$ cat src/rtl/steqr_pkg.sv
package steqr_pkg;

  localparam int unsigned TABLE_DEPTH = 1024;
  localparam int unsigned ADDR_W      = $clog2(TABLE_DEPTH);
  localparam int unsigned CNT_W       = $clog2(TABLE_DEPTH + 1);
  localparam int unsigned VALUE_W     = 32;
  localparam int unsigned IDX_W       = 11;
  localparam int unsigned REQ_W       = 2;
  localparam int unsigned STATUS_W    = 2;
  localparam int unsigned OUT_DATA_W  = 24;
  localparam int unsigned QUEUE_DEPTH = 2;
  localparam int unsigned QPTR_W      = $clog2(QUEUE_DEPTH);
  localparam int unsigned QCNT_W      = $clog2(QUEUE_DEPTH + 1);

  // Flip the sign bit so an unsigned compare gives signed order.
  localparam logic [VALUE_W-1:0] SIGN_BIAS = {1'b1, {(VALUE_W-1){1'b0}}};
  localparam logic [IDX_W-1:0]   IDX_NONE  = {IDX_W{1'b1}};

  typedef enum logic [REQ_W-1:0] {
    REQ_CLEAR  = 2'd0,
    REQ_APPEND = 2'd1,
    REQ_SEARCH = 2'd2,
    REQ_UNUSED = 2'd3
  } req_e;

  typedef enum logic [STATUS_W-1:0] {
    STAT_LOAD_DONE = 2'd0,
    STAT_FOUND     = 2'd1,
    STAT_NOT_FOUND = 2'd2,
    STAT_FULL      = 2'd3
  } status_e;

  typedef enum logic [1:0] {
    S_IDLE,
    S_PROBE,
    S_CHECK,
    S_RESULT
  } state_e;

  typedef struct packed {
    req_e                req;
    logic [VALUE_W-1:0]  key;
  } cmd_t;

endpackage

$ cat src/rtl/steqr_front.sv
module steqr_front
  import steqr_pkg::*;
(
  input  logic               clk_i,
  input  logic               rst_ni,
  input  logic               in_valid_i,
  output logic               in_ready_o,
  input  logic [REQ_W-1:0]   in_req_i,
  input  logic [VALUE_W-1:0] in_value_i,
  output logic               push_o,
  output cmd_t               cmd_o,
  input  logic               q_ready_i
);

  logic valid_q, valid_d;
  cmd_t cmd_q, cmd_d;
  logic take;

  assign in_ready_o = !valid_q || q_ready_i;
  assign take       = in_valid_i && in_ready_o;
  assign push_o     = valid_q && q_ready_i;
  assign cmd_o      = cmd_q;

  always_comb begin
    valid_d = valid_q;
    cmd_d   = cmd_q;
    if (push_o) begin
      valid_d = 1'b0;
    end
    if (take) begin
      valid_d   = 1'b1;
      cmd_d.req = req_e'(in_req_i);
      // store biased so the back end compares unsigned
      cmd_d.key = in_value_i ^ SIGN_BIAS;
    end
  end

  always_ff @(posedge clk_i or negedge rst_ni) begin
    if (!rst_ni) begin
      valid_q <= 1'b0;
    end else begin
      valid_q <= valid_d;
    end
  end

  always_ff @(posedge clk_i) begin
    cmd_q <= cmd_d;
  end

endmodule

$ cat config.mk
export PLATFORM = sky130hd
export DESIGN_NAME = steqr_front
export DESIGN_NICKNAME = d
export VERILOG_FILES = /design/src/rtl/steqr_pkg.sv /design/src/rtl/steqr_front.sv
export SDC_FILE = /design/constraint.sdc
export NUM_CORES = 1
export LEC_CHECK = 0
export CAP_MARGIN = 10
export CORE_MARGIN = 5
export CORE_UTILIZATION = 40
export CTS_BUF_LIST = sky130_fd_sc_hd__clkbuf_2 sky130_fd_sc_hd__clkbuf_4 sky130_fd_sc_hd__clkbuf_8
export CTS_CLUSTER_DIAMETER = 100
export DETAILED_ROUTE_END_ITERATION = 7
export DONT_BUFFER_PORTS = 1
export GPL_TIMING_DRIVEN = 0
export SLEW_MARGIN = 20
export SYNTH_ARGS = -nofsm -noshare
export SYNTH_HDL_FRONTEND = slang
export SYNTH_SLANG_ARGS = --single-unit
export TNS_END_PERCENT = 5
$ cat constraint.sdc
create_clock -name clk_i -period 2.95 [get_ports clk_i]
set_clock_uncertainty 0.05 [all_clocks]
set_input_delay 0.4425 -clock clk_i [delete_from_list [all_inputs] [get_ports clk_i]]
set_output_delay 0.4425 -clock clk_i [all_outputs]
set_load 0.05 [all_outputs]
Word level (Yosys, flattened, before mapping)
Index checks and enable logic that the tools add are counted.
- register bits: 35
- output and inout port bits: 36
- bitwise logic cells: 1
- reduce and logical (&&, ||, !) cells: 5
- mux-type cells: 2
- operators with widths (kind ; number):
    $logic_and 1x1->1 ; 2
    $mux 1 ; 2
    $reduce_bool 2->1 ; 1
    $logic_not 1->1 ; 1
    $logic_or 1x1->1 ; 1
    $not 1->1 ; 1

Logic depth before layout (Yosys ltp)
- depth in word-level cells: 4
- depth in mapped cells: 2
- depth with buffers taken out: 2

Least setup slack after synthesis
Ideal clock, no wire load.
- path kind: input -> register
- start point: in q_ready_i
- end point: reg cmd_q, in the netlist cmd_o[0] (enable)
- stages on the path: 2
- library setup time: 343 ps
- arrival time: 1033 ps
- slack: 1524 ps
- cell sequence: nand2b_4 -> and2_4
- cells in the longest elaborated chain, start to end: 2
- RTL lines (what ; RTL line ; RTL):
    from (decl) ; steqr_front.sv:12 ; input logic q_ready_i
    $logic_or 1x1->1 ; steqr_front.sv:19 ; assign in_ready_o = !valid_q || q_ready_i;
    $logic_and 1x1->1 ; steqr_front.sv:20 ; assign take = in_valid_i && in_ready_o;
    net take ; steqr_front.sv:17 ; logic take;
    to (signal assigned) ; steqr_front.sv:47 ; cmd_q <= cmd_d;
    to (decl) ; steqr_front.sv:16 ; cmd_t cmd_q, cmd_d;
The timed path passes the listed nets, and every way through them passes these cells.
A chain may end at the register's enable or synchronous reset.

Worst setup path after layout
- start point: reg valid_q
- end point: out push_o
- cells in the longest elaborated chain, start to end: 1
- RTL lines (what ; RTL line ; RTL):
    from (decl) ; steqr_front.sv:15 ; logic valid_q, valid_d;
    from (signal assigned) ; steqr_front.sv:42 ; valid_q <= valid_d;
    $logic_and 1x1->1 ; steqr_front.sv:21 ; assign push_o = valid_q && q_ready_i;
    to (decl) ; steqr_front.sv:10 ; output logic push_o,
No other way between the ends.

==> results.md <==
* P&R area growth vs syn at 9.92%
* NumNets Final at 86
* Sink Count at 35
* Buf/Inv on CP at 0
* CTS tree: done
* Syn_area_per_cell at 27.1 um2
* RSZ-0062 raised after global routing: false
* Crit end category: output port
* Fmax achieved at 0.602 GHz
* Worst flop-to-flop path startpoint: valid_q
* Reg clk slew, reported paths at 0.09 ns
* Global placer's final weighted congestion at 0.634
* Root buffer cell: clkbuf_4
* HP Start: in_req_i[1]
* Reported max-cap violation count at 0
* Final antenna-violating net count at 0
* Vias in the first global route at 441
* Die width at 62.1 um
* WP data required at 2.46 ns
* # rows at 18
* Fillers at 214
* Drt via density at 5.14
* Data arrival, critical path at 1.17 ns
* FF-to-FF End: cmd_o[30]
* Min-Delay Path Depth at 0
* Min Tclk post-route at 1.66 ns
* Mapped Area at 1080 um2
* Via count at 406
* Distinct cells, synth at 7
* R2R cell count at 2
* Routed wire length at 1950 um
* Die H at 62.1 um
* H-tree depth at 2
* Power Density at 805 nW/um2
* DRC viols at 0
* Die area at 3850 um2
* Worst-path cell chain: and2_1
* Slew HR at 0.667
* Iteration-0 DRC Markers at 19
* Cells after synthesis at 40
* Crit start category: flip-flop
* Area leader, netlist: edfxtp_1
* Stages on worst setup path at 1
* GRT Total Usage at 0.104
* Initial Util at 0.426
* Synth Net Count at 78
* Initial antenna violation count at 0
* Routed length per instance at 24.6 um
* Crit path max-delay family: simple AND/OR/NAND/NOR gates
* Setup Total Neg Slack at 0 ns
* Final slew viol count at 0
* Max incr delay on CP at 0.46 ns
* Largest cells by area after synthesis: edfxtp_1 (94%), dfrtp_1 (2.3%), nand2b_4 (1.3%)
* Final setup fails at 0
* Deepest clock path buffer count at 2
* Core Region at 2540 um2
* Area share of the largest cell type after synthesis at 0.941
* FF-to-FF setup slack at 1.49 ns
* Yosys warns at 0
* #FFs+latches synth at 35
* CP max stage cell: and2_1
* Largest net degree at the start of global routing at 35
* Worst-path fanout max at 2
* Sequential fraction of the synthesis area at 0.964
* Leakage power at 0.399 nW
* Final period util at 0.563
* IO Port Bufs at 0
* Critical path type: flip-flop to output port
* DR pass1 iterations at 4
* Multi-input gate area at 35.0 um2
* Diode count at 0
* Tightest Hold Check Type: input port to flip-flop
* IO Pins at 74
* Worst hold endpoint: cmd_o[33]
* Clk_lat worst skew at 0.31 ns
* Layout cells sized above 1 at 0.204
* First-pass GRT wire length at 2590 um
* Run status: finished clean
* Register Area at 1050 um2
* Hold Violations, Final at 0
* Global route total overflow at 0
* Pwr Total at 0.959 mW
* Slew @ Worst Pin at 0.503 ns
* Max VDD drop at 0.409 mV
* Number of CTS-inserted buffers at 5
[cell usage in the layout (no fill, tap or decap)]
cell and count:
dfrtp_1 1, dlygate4sd3_1 1, inv_1 1, edfxtp_1 34, nand2b_1 1, and2_4 1, nand2b_4 1, clkbuf_4 8
and2_1 1
[synth_stat cells]
master / n
dfrtp_1: 1
inv_1: 1
nand2b_1: 1
and2_1: 1
edfxtp_1: 34
nand2b_4: 1
and2_4: 1
[logic make-up after synthesis]
| kind of cell | count (synthesis) | synth area share |
|---|---|---|
| buffers and inverters | 1 | 0.00346 |
| DFF | 35 | 0.964 |
| and+or+nand+nor | 4 | 0.0323 |
[state kept, by name, indices dropped and copies added, names as in the netlist]
name     count
valid_q      1
cmd_o       34
[metal layers]
layer  vias to the layer above  wire length (um)  track usage
met2                        43              1010        0.160
li1                        172                 -            -
met4                         0                14       0.0636
met1                       189               646       0.0955
met5                         -                 0            0
met3                         2               272       0.0806
[area by class of cell]
| class | count | share of cell area |
|---|---|---|
| inverter | 1 | 0.00315 |
| clock buffer | 8 | 0.0504 |
| multi-input combinational | 4 | 0.0294 |
| sequential | 35 | 0.877 |
| timing repair buffer | 1 | 0.00839 |
| tap | 30 | 0.0315 |
[power by group]
part           switching (mW)  total (mW)  internal, mW
logic                  0.0198      0.0243       0.00449
registers              0.0989       0.680         0.581
clock network           0.133       0.255         0.123
[how the worst max path moves through the flow]
stage               slack (ns)  startpoint   endpoint
floorplan                 1.52   q_ready_i   cmd_o[0]
finish                    1.29     valid_q     push_o
detailed placement        1.43   q_ready_i   cmd_o[0]
global route              1.22     valid_q     push_o
CTS                       1.26     valid_q     push_o
global placement          1.46   q_ready_i  cmd_o[10]
[worst reg2reg max path, delay by kind of cell, from the launching register on]
kind / cells / cell delay (ns)
simple gates: 2 / 0.64
flops: 1 / 0.41
[metrics by stage]
step / utilization / hold WS, ns / std cells / instance area [um2] / setup slack (ns)
after floorplan: - / 0.0969 / 40 / 1080 / 1.52
after global placement: 0.441 / 0.0969 / 70 / 1120 / 1.46
after detailed placement: 0.441 / 0.0969 / 70 / 1120 / 1.43
after CTS: 0.469 / 0.147 / 79 / 1190 / 1.26
after global routing: 0.469 / 0.125 / 79 / 1190 / 1.22
final: 0.469 / 0.164 / 79 / 1190 / 1.29
[what timing repair did]
| item | CTS | global route |
|---|---|---|
| buffers inserted | 0 | 0 |
| gates resized for setup | 0 | 0 |
| endpoints found under the hold margin | 1 | 0 |
| endpoints found under the setup margin | 0 | 0 |
| hold buffers | 1 | 0 |
(Power assumes the default switching activity.)
