===== config.mk =====
export PLATFORM = sky130hd
export DESIGN_NAME = steqr_queue
export DESIGN_NICKNAME = d
export VERILOG_FILES = /design/src/rtl/steqr_pkg.sv /design/src/rtl/steqr_queue.sv
export SDC_FILE = /design/constraint.sdc
export NUM_CORES = 1
export LEC_CHECK = 0
export BUFFER_PORTS_ARGS = -buffer_cell sky130_fd_sc_hd__buf_2
export CAP_MARGIN = 20
export CORE_ASPECT_RATIO = 0.5
export CORE_MARGIN = 1
export CORE_UTILIZATION = 40
export DETAILED_ROUTE_END_ITERATION = 6
export PLACE_DENSITY_LB_ADDON = 0.25
export SLEW_MARGIN = 20
export SYNTH_ARGS = -nofsm -noshare
export SYNTH_HDL_FRONTEND = slang
export SYNTH_SLANG_ARGS = --single-unit

===== constraint.sdc =====
create_clock -name clk_i -period 3.3 [get_ports clk_i]
set_clock_uncertainty 0.1 [all_clocks]
set_input_delay 0.825 -clock clk_i [delete_from_list [all_inputs] [get_ports clk_i]]
set_output_delay 0.825 -clock clk_i [all_outputs]
set_load 0.02 [all_outputs]

===== src/rtl/steqr_pkg.sv =====
package steqr_pkg;

  localparam int unsigned TABLE_DEPTH = 1024;
  localparam int unsigned ADDR_W      = $clog2(TABLE_DEPTH);
  localparam int unsigned CNT_W       = $clog2(TABLE_DEPTH + 1);
  localparam int unsigned VALUE_W     = 32;
  localparam int unsigned IDX_W       = 11;
  localparam int unsigned REQ_W       = 2;
  localparam int unsigned STATUS_W    = 2;
  localparam int unsigned OUT_DATA_W  = 24;
  localparam int unsigned QUEUE_DEPTH = 2;
  localparam int unsigned QPTR_W      = $clog2(QUEUE_DEPTH);
  localparam int unsigned QCNT_W      = $clog2(QUEUE_DEPTH + 1);

  // Flip the sign bit so an unsigned compare gives signed order.
  localparam logic [VALUE_W-1:0] SIGN_BIAS = {1'b1, {(VALUE_W-1){1'b0}}};
  localparam logic [IDX_W-1:0]   IDX_NONE  = {IDX_W{1'b1}};

  typedef enum logic [REQ_W-1:0] {
    REQ_CLEAR  = 2'd0,
    REQ_APPEND = 2'd1,
    REQ_SEARCH = 2'd2,
    REQ_UNUSED = 2'd3
  } req_e;

  typedef enum logic [STATUS_W-1:0] {
    STAT_LOAD_DONE = 2'd0,
    STAT_FOUND     = 2'd1,
    STAT_NOT_FOUND = 2'd2,
    STAT_FULL      = 2'd3
  } status_e;

  typedef enum logic [1:0] {
    S_IDLE,
    S_PROBE,
    S_CHECK,
    S_RESULT
  } state_e;

  typedef struct packed {
    req_e                req;
    logic [VALUE_W-1:0]  key;
  } cmd_t;

endpackage


===== src/rtl/steqr_queue.sv =====
module steqr_queue
  import steqr_pkg::*;
(
  input  logic clk_i,
  input  logic rst_ni,
  input  logic push_i,
  input  cmd_t cmd_i,
  output logic ready_o,
  output logic valid_o,
  output cmd_t cmd_o,
  input  logic pop_i
);

  cmd_t              entries_q [QUEUE_DEPTH];
  logic [QPTR_W-1:0] wr_ptr_q, wr_ptr_d, rd_ptr_q, rd_ptr_d;
  logic [QCNT_W-1:0] cnt_q, cnt_d;
  logic              do_push, do_pop;

  assign ready_o = cnt_q != QCNT_W'(QUEUE_DEPTH);
  assign valid_o = cnt_q != '0;
  assign cmd_o   = entries_q[rd_ptr_q];
  assign do_push = push_i && ready_o;
  assign do_pop  = pop_i && valid_o;

  always_comb begin
    wr_ptr_d = wr_ptr_q;
    rd_ptr_d = rd_ptr_q;
    cnt_d    = cnt_q;
    if (do_push) begin
      wr_ptr_d = (wr_ptr_q == QPTR_W'(QUEUE_DEPTH - 1)) ? '0 : wr_ptr_q + 1'b1;
    end
    if (do_pop) begin
      rd_ptr_d = (rd_ptr_q == QPTR_W'(QUEUE_DEPTH - 1)) ? '0 : rd_ptr_q + 1'b1;
    end
    if (do_push && !do_pop) begin
      cnt_d = cnt_q + 1'b1;
    end else if (do_pop && !do_push) begin
      cnt_d = cnt_q - 1'b1;
    end
  end

  always_ff @(posedge clk_i or negedge rst_ni) begin
    if (!rst_ni) begin
      wr_ptr_q <= '0;
      rd_ptr_q <= '0;
      cnt_q    <= '0;
    end else begin
      wr_ptr_q <= wr_ptr_d;
      rd_ptr_q <= rd_ptr_d;
      cnt_q    <= cnt_d;
    end
  end

  always_ff @(posedge clk_i) begin
    if (do_push) begin
      entries_q[wr_ptr_q] <= cmd_i;
    end
  end

endmodule


**Yosys cells after proc, flatten, opt, wreduce, memory -nomap -nowiden**

Memory sizes are Yosys's and may differ from the RTL's.
Index checks and enable logic that the tools add are counted.

- Reduce and logical (&&, ||, !) cells: 8
- Eq/ne operators: 1
- $add $sub $neg: 4
- Mux-type cells: 6

Operators by type and width:

| cell | count |
|---|---|
| 1-bit logical AND | 4 |
| 1-bit two-way mux | 4 |
| 2-bit two-way mux | 2 |
| 2-bit nonzero test | 2 |
| 1-bit adder (second input constant) | 2 |
| 2-bit by 1-bit adder with 2-bit output (second input constant) | 1 |
| 1-bit zero test | 2 |
| 2-bit != test (second input constant) | 1 |
| 2-bit by 1-bit subtractor with 2-bit output (second input constant) | 1 |

- Bits in writable memories: 68
- Memories kept: 1
- Output and inout bits: 36
- Bits in registers: 4

Memories:

| memory | depth | width | read ports | clocked after memory_dff | wr ports | line | source |
|---|---|---|---|---|---|---|---|
| entries_q | 2 | 34 | 1 | 0 | 1 | steqr_queue.sv:14 | `cmd_t entries_q [QUEUE_DEPTH];` |

**Longest topological paths before layout**

Gate-level depths: netlist of the first run.

- Depth after elaboration: 6
- Depth in mapped cells: 7
- Gate-level depth less buffers: 7

**Worst setup path after synthesis of the first run**

OpenSTA, ideal clock, no wires.

- Path kind: input-to-reg
- From: input port push_i
- To: memory entries_q[0][0] (netlist bit), enable pin
- Library setup time: 0.425 ns
- Buffers on the path: 0
- Stages on the path: 2
- Path slack: 0.416 ns
- Data required time: 2.775 ns
- Data arrival time: 2.359 ns
- Cells stage by stage: nand2_1 nor2_1

- Longest elaborated chain between the ends: 3

Ends and longest elaborated chain:

| element | line | source |
|---|---|---|
| start: declaration | steqr_queue.sv:6 | `input logic push_i,` |
| 1-bit logical AND | steqr_queue.sv:22 | `assign do_push = push_i && ready_o;` |
| 1-bit two-way mux | steqr_queue.sv:55 | `if (do_push) begin` |
| 1-bit two-way mux (implied by the code) | steqr_queue.sv:56 | `entries_q[wr_ptr_q] <= cmd_i;` |
| end: declaration | steqr_queue.sv:14 |  |

No other way between the ends.

==> results of run 1 <==
## state kept, by name, summed over array words and instances, names as in the netlist
signal,count
wr_ptr_q,1
cnt_q,2
entries_q,68
rd_ptr_q,1
## per-stage QoR
step / area (um^2) / hold slack, ns
finish: 3510 / 0.199
global placement: 3260 / 0.375
CTS: 3510 / 0.190
global route: 3510 / 0.187
floorplan: 2800 / 0.356
detailed placement: 3260 / 0.390
## metal layers
| layer | track usage, % | vias to the layer above |
|---|---|---|
| met2 | 21.3 | 34 |
| met5 | 0 | - |
| met1 | 13.6 | 667 |
| met3 | 5.65 | 3 |
| met4 | 4.76 | 0 |
| li1 | - | 646 |
## worst max-delay path: stages (launching register included)
cell and delay, ns:
sky130_fd_sc_hd__dfrtp_2 0.75, sky130_fd_sc_hd__buf_12 0.27, sky130_fd_sc_hd__mux2_2 0.35, sky130_fd_sc_hd__buf_2 0.16
## worst max-delay path by stage
stage | startpoint | to | slack [ns]
after floorplan | push_i | entries_q[0][0]$_DFFE_PP_ | 0.42
after global placement | rd_ptr_q$_DFFE_PN0P_ | cmd_o[14] | 0.87
after detailed placement | rd_ptr_q$_DFFE_PN0P_ | cmd_o[13] | 0.84
after CTS | rd_ptr_q$_DFFE_PN0P_ | cmd_o[19] | 0.49
after global routing | rd_ptr_q$_DFFE_PN0P_ | cmd_o[19] | 0.45
final | rd_ptr_q$_DFFE_PN0P_ | cmd_o[19] | 0.53
## cells in the final DEF, fill, tap and decap left out, types with 2 or more instances in the layout
cell	count
sky130_fd_sc_hd__edfxtp_1	68
sky130_fd_sc_hd__clkinv_2	3
sky130_fd_sc_hd__buf_2	73
sky130_fd_sc_hd__clkbuf_16	9
sky130_fd_sc_hd__nand2_1	2
sky130_fd_sc_hd__dfrtp_1	3
sky130_fd_sc_hd__mux2_2	5
sky130_fd_sc_hd__xor2_1	2
sky130_fd_sc_hd__xnor2_1	3
sky130_fd_sc_hd__clkinv_1	3
sky130_fd_sc_hd__mux2_4	29
sky130_fd_sc_hd__buf_12	2
## where the power goes
part	internal [mW]	switching (mW)
combinational	0.528	0.584
sequential	1.26	0.125
clock	0.496	0.324
total	2.28	1.03
## kinds of logic after synthesis
kind of cell / Yosys count / share of synthesized area (%)
xor gates and xnor gates: 5 / 1.56
adders and majority gates: 1 / 0.447
buffers and inverters: 5 / 2.68
DFF: 72 / 76.5
muxes: 34 / 17.6
and+or+nand+nor: 7 / 1.21
## layout make-up
| type | instances | area, um^2 | area share [%] |
|---|---|---|---|
| flip-flops and latches | 72 | 2140 | 61.0 |
| multi-input cells | 47 | 591 | 16.8 |
| repair buffers | 75 | 405 | 11.5 |
| clock buffers | 10 | 229 | 6.52 |
| well taps | 92 | 115 | 3.28 |
| clock inverters | 6 | 26.3 | 0.748 |
| inverters | 1 | 3.75 | 0.107 |
==> out/qor.json, run 1 <==
{
  "cts_root_buf": {"value": "sky130_fd_sc_hd__clkbuf_16"},
  "postSynthNetCount": {"value": 163},
  "post_route_cells_drive_above_1_share": {"value": 58.8, "unit": "%"},
  "fill_cells": {"value": 599},
  "area_growth_syn_to_layout": {"value": 25.5, "unit": "%"},
  "timing.critical_path.from_type": {"value": "flop"},
  "remaining_drc_errors": {"value": 0},
  "worstPathArrival": {"value": 1.85, "unit": "ns"},
  "ys_async_sr_fraction": {"value": 5.56, "unit": "%"},
  "reg2reg_setup_slack": {"value": 1.50, "unit": "ns"},
  "width_of_the_chip": {"value": 120, "unit": "um"},
  "grt_first_pass_wirelength": {"value": 6350, "unit": "um"},
  "initial_core_util": {"value": 41.6, "unit": "%"},
  "timing.final.ws_setup": {"value": 0.526, "unit": "ns"},
  "yosysWarningCount": {"value": 0},
  "synth_area_leaders": {"value": "sky130_fd_sc_hd__edfxtp_1 (73%), sky130_fd_sc_hd__mux2_4 (16%), sky130_fd_sc_hd__dfrtp_1 (3.6%), sky130_fd_sc_hd__buf_12 (2.1%), sky130_fd_sc_hd__mux2_2 (2.0%)"},
  "syn-mean-instance-area": {"value": 22.6, "unit": "um^2"},
  "setup-violations-final": {"value": 0},
  "gp_congestion": {"value": 0.622},
  "timing.critical_path.to_type": {"value": "primary output"},
  "port-buffer-count": {"value": 73},
  "finalPower": {"value": 3.31, "unit": "mW"},
  "hold_viol": {"value": 0},
  "reg2reg_launch_point": {"value": "cnt_q[0]$_DFFE_PN0P_"},
  "numPlacedInstances": {"value": 287},
  "max-vdd-ir-drop": {"value": 0.377, "unit": "mV"},
  "achievable_clock_frequency": {"value": 361, "unit": "MHz"},
  "detailroute.wirelength.met2": {"value": 2330, "unit": "um"},
  "cts_tree": {"value": "done"},
  "worst_r2r_end": {"value": "entries_q[1][1]$_DFFE_PP_"},
  "static-leakage-power": {"value": 1.42, "unit": "nW"},
  "fp.dieArea": {"value": 7360, "unit": "um^2"},
  "antenna_cells": {"value": 0},
  "postSynthRegisterBits": {"value": 72},
  "post-synth-top-area-cell": {"value": "sky130_fd_sc_hd__edfxtp_1"},
  "status": {"value": "finished, final reports clean"},
  "preCtsSetupSlack": {"value": 0.839, "unit": "ns"},
  "top_signal_layer_used": {"value": "met4"},
  "grt_max_degree": {"value": 35},
  "synthCells": {"value": 124},
  "cts_repair_resize_count": {"value": 0},
  "min_path_type": {"value": "in2async"},
  "postCtsHoldBufs": {"value": 0},
  "worst_pin_slew": {"value": 0.830, "unit": "ns"},
  "insertion_delay": {"value": 0.32, "unit": "ns"},
  "reg2reg_depth": {"value": 2},
  "number_of_flops_mapped_to_enable_cells_by_yosys": {"value": 68},
  "detail-route-antenna-nets": {"value": 0},
  "met3WireLength": {"value": 227, "unit": "um"},
  "routed_len_inst": {"value": 14.4, "unit": "um"},
  "drt-pass1-iter-count": {"value": 4},
  "first_global_vias": {"value": 1315},
  "clock_tree.buffer_depth": {"value": 2},
  "die_height": {"value": 61.2, "unit": "um"},
  "area_share_of_the_leading_cell_type_in_the_synthesized_netlist": {"value": 73.0, "unit": "%"},
  "first_iter_violations": {"value": 53},
  "slew_violations": {"value": 0},
  "clk_pin_slew_worst_paths": {"value": 0.05, "unit": "ns"},
  "p_per_area": {"value": 943, "unit": "nW/um^2"},
  "hpwlAfterDp": {"value": 2910, "unit": "um"},
  "final_net_count": {"value": 245},
  "post_layout_nonfiller_instances": {"value": 303},
  "num_ports": {"value": 74},
  "globalRoute.totalOverflow": {"value": 0},
  "max-cap-violations": {"value": 0},
  "synth.lib_cells_used.distinct": {"value": 15},
  "wl_met1": {"value": 1790, "unit": "um"},
  "ys.flop_type": {"value": "sky130_fd_sc_hd__edfxtp_1"},
  "synth_seq_area_share": {"value": 76.5, "unit": "%"},
  "synth.most_common_cell": {"value": "sky130_fd_sc_hd__edfxtp_1"},
  "timing.final.crit_period": {"value": 2.77, "unit": "ns"},
  "clock-sinks": {"value": 72},
  "mappedNetlistArea": {"value": 2800, "unit": "um^2"},
  "post_synth_most_frequent_cells": {"value": "sky130_fd_sc_hd__edfxtp_1 (68), sky130_fd_sc_hd__mux2_4 (29), sky130_fd_sc_hd__mux2_2 (5)"},
  "crit_type": {"value": "reg2out"},
  "core_area": {"value": 6730, "unit": "um^2"},
  "grt_antenna_before_repair": {"value": 0},
  "grt_setup_unrepaired": {"value": "false"},
  "grt_total_usage": {"value": 12.2, "unit": "%"},
  "cp_max_fo": {"value": 18},
  "h-tree-depth": {"value": 3},
  "number_of_clock_buffers_inserted_by_tritoncts": {"value": 9},
  "setup-tns-final": {"value": 0, "unit": "ns"},
  "row_count": {"value": 21},
  "slew_headroom": {"value": 44.6, "unit": "%"},
  "detail_route.wirelength": {"value": 4370, "unit": "um"},
  "route.detailed.vias_per_inst": {"value": 4.46},
  "post_cts_buffers": {"value": 0},
  "post_route_clock_period_utilization": {"value": 84.1, "unit": "%"},
  "via_count": {"value": 1350},
  "timing.critical_path.required": {"value": 2.37, "unit": "ns"},
  "final_core_utilization": {"value": 52.2, "unit": "%"}
}
(Power assumes the default switching activity.)
==> run 2, diff against run 1 <==
- clock period: 3.3 -> 2.3 ns (I/O delays scaled with it)
==> run 2 against run 1 <==
  * Worst setup slack lost 0.38 ns
  * Die area is the same
  * Largest power group unchanged
  * Flip-flop and latch count is the same
  * Global-route usage shrank 0.34 points
  * First-iteration DRC count shrank 7.5%
  * Clock-buffer cell count is the same
  * Register-to-register slack lost 0.86 ns
  * Design area grew 2.4%
  * Sequential share of layout area shrank 1.4 points
  * Non-clock buffer count grew 3
==> out/qor.json, run 2 (synthesis gave the netlist of run 1 again) <==
{
  "num_ports": {"value": 74},
  "first_global_vias": {"value": 1271},
  "timing.final.ws_setup": {"value": 0.146, "unit": "ns"},
  "timing.final.crit_period": {"value": 2.15, "unit": "ns"},
  "number_of_clock_buffers_inserted_by_tritoncts": {"value": 9},
  "register_bank_with_the_most_flops": {"value": "entries_q"},
  "post_cts_buffers": {"value": 0},
  "layout.cells.most_common": {"value": "sky130_fd_sc_hd__buf_2"},
  "post_route_clock_period_utilization": {"value": 93.7, "unit": "%"},
  "port-buffer-count": {"value": 73},
  "fp.dieArea": {"value": 7360, "unit": "um^2"},
  "reg2reg_setup_slack": {"value": 0.64, "unit": "ns"},
  "crit_family": {"value": "buffers and inverters"},
  "gp_congestion": {"value": 0.625},
  "slowest_stage": {"value": "sky130_fd_sc_hd__dfrtp_2"},
  "post_layout_nonfiller_instances": {"value": 306},
  "p_per_area": {"value": 1390, "unit": "nW/um^2"},
  "hold_viol": {"value": 0},
  "status": {"value": "finished, final reports clean"},
  "post_route_cells_drive_above_1_share": {"value": 59.8, "unit": "%"},
  "slew_violations": {"value": 0},
  "detail_route.wirelength": {"value": 4200, "unit": "um"},
  "setup-violations-final": {"value": 0},
  "detail-route-antenna-nets": {"value": 0},
  "finalPower": {"value": 5.01, "unit": "mW"},
  "drt-pass1-iter-count": {"value": 4},
  "insertion_delay": {"value": 0.32, "unit": "ns"},
  "globalRoute.totalOverflow": {"value": 0},
  "cts_repair_resize_count": {"value": 0},
  "antenna_cells": {"value": 0},
  "achievable_clock_frequency": {"value": 464, "unit": "MHz"},
  "min_path_type": {"value": "in2reg"},
  "hpwlAfterDp": {"value": 2760, "unit": "um"},
  "postCtsHoldBufs": {"value": 1},
  "cp_max_fo": {"value": 35},
  "worst_pin_slew": {"value": 0.265, "unit": "ns"},
  "row_count": {"value": 21},
  "cts_root_buf": {"value": "sky130_fd_sc_hd__clkbuf_16"},
  "placedInstanceArea": {"value": 3270, "unit": "um^2"},
  "timing.critical_path.required": {"value": 1.62, "unit": "ns"},
  "width_of_the_chip": {"value": 120, "unit": "um"},
  "remaining_drc_errors": {"value": 0},
  "buffers_inverters_on_critical_path": {"value": 2},
  "final_net_count": {"value": 248},
  "reg.largest.list": {"value": "entries_q: 68 flops, cnt_q: 2 flops"},
  "static-leakage-power": {"value": 1.45, "unit": "nW"},
  "storage_cell_area": {"value": 2140, "unit": "um^2"},
  "crit_path_cell_trace": {"value": "buf_12, mux2_2, buf_2"},
  "max_stage_delay": {"value": 0.37, "unit": "ns"},
  "crit_type": {"value": "reg2out"},
  "fill_cells": {"value": 576},
  "grt_max_degree": {"value": 36},
  "h-tree-depth": {"value": 3},
  "grt_setup_unrepaired": {"value": "false"},
  "final_design_area_no_fill": {"value": 3600, "unit": "um^2"},
  "timing.critical_path.to_type": {"value": "primary output"},
  "preCtsSetupSlack": {"value": 0.471, "unit": "ns"},
  "clock_tree.buffer_depth": {"value": 2},
  "grt_antenna_before_repair": {"value": 0},
  "core_area": {"value": 6730, "unit": "um^2"},
  "clock-sinks": {"value": 72},
  "most_frequent_cells_in_the_layout": {"value": "sky130_fd_sc_hd__buf_2 (73), sky130_fd_sc_hd__edfxtp_1 (68), sky130_fd_sc_hd__mux2_4 (29)"},
  "multi_input_area": {"value": 591, "unit": "um^2"},
  "via_count": {"value": 1352},
  "first_iter_violations": {"value": 49},
  "worstPathArrival": {"value": 1.48, "unit": "ns"},
  "route.detailed.vias_per_inst": {"value": 4.42},
  "die_height": {"value": 61.2, "unit": "um"},
  "area_growth_syn_to_layout": {"value": 28.5, "unit": "%"},
  "clk_pin_slew_worst_paths": {"value": 0.06, "unit": "ns"},
  "slew_headroom": {"value": 82.3, "unit": "%"},
  "timing.critical_path.from_type": {"value": "flop"},
  "final_core_utilization": {"value": 53.5, "unit": "%"},
  "grt_total_usage": {"value": 11.9, "unit": "%"},
  "hold_slack": {"value": 0.341, "unit": "ns"},
  "numPlacedInstances": {"value": 289},
  "setup-tns-final": {"value": 0, "unit": "ns"},
  "max-cap-violations": {"value": 0},
  "initial_core_util": {"value": 41.6, "unit": "%"},
  "grt_first_pass_wirelength": {"value": 6060, "unit": "um"},
  "routed_len_inst": {"value": 13.7, "unit": "um"},
  "cts_tree": {"value": "done"},
  "max-vdd-ir-drop": {"value": 0.568, "unit": "mV"},
  "largest_reg_flops": {"value": 68}
}
==> run 2: cell count changes in the layout (fill, tap and decap cells not counted) <==
cell and delta:
sky130_fd_sc_hd__buf_4 +2, sky130_fd_sc_hd__bufinv_16 +2, sky130_fd_sc_hd__clkinv_1 -2, sky130_fd_sc_hd__clkinv_2 -2
sky130_fd_sc_hd__clkinvlp_4 +2, sky130_fd_sc_hd__dlygate4sd3_1 +1
==> run 2: final cells by class <==
class,count,area share (%)
repair buffers,78,12.0
clock buffers,10,6.37
clock inverters,6,2.33
inverters,1,0.104
multi-input cells,47,16.4
well taps,92,3.20
flip-flops and latches,72,59.6
==> run 2: power breakdown <==
part           leakage (nW)  switching, mW  internal (mW)  total [mW]
clock network         0.146          0.483          0.943        1.43
logic                 0.626          0.916          0.773        1.69
registers             0.677         0.0952           1.80        1.90
==> run 2: routing by layer <==
metal	track usage [%]	up-vias	part of all wire, %
li1	-	654	-
met1	12.7	655	42
met2	20.9	41	52
met3	6.20	2	5.5
met4	4.23	0	0.60
met5	0	-	0
==> run 2: worst paths after layout <==
| path | startpoint | to | cells after the start |
|---|---|---|---|
| max | rd_ptr_q$_DFFE_PN0P_ | cmd_o[13] | 3 |
| min | cmd_i[20] | entries_q[1][20]$_DFFE_PP_ | 1 |
| max reg2reg | cnt_q[0]$_DFFE_PN0P_ | cnt_q[1]$_DFFE_PN0P_ | 7 |
| min reg2reg | cnt_q[1]$_DFFE_PN0P_ | cnt_q[1]$_DFFE_PN0P_ | 1 |
| max in group asynchronous | rst_ni | rd_ptr_q$_DFFE_PN0P_ | 2 |
| min in group asynchronous | rst_ni | cnt_q[0]$_DFFE_PN0P_ | 2 |
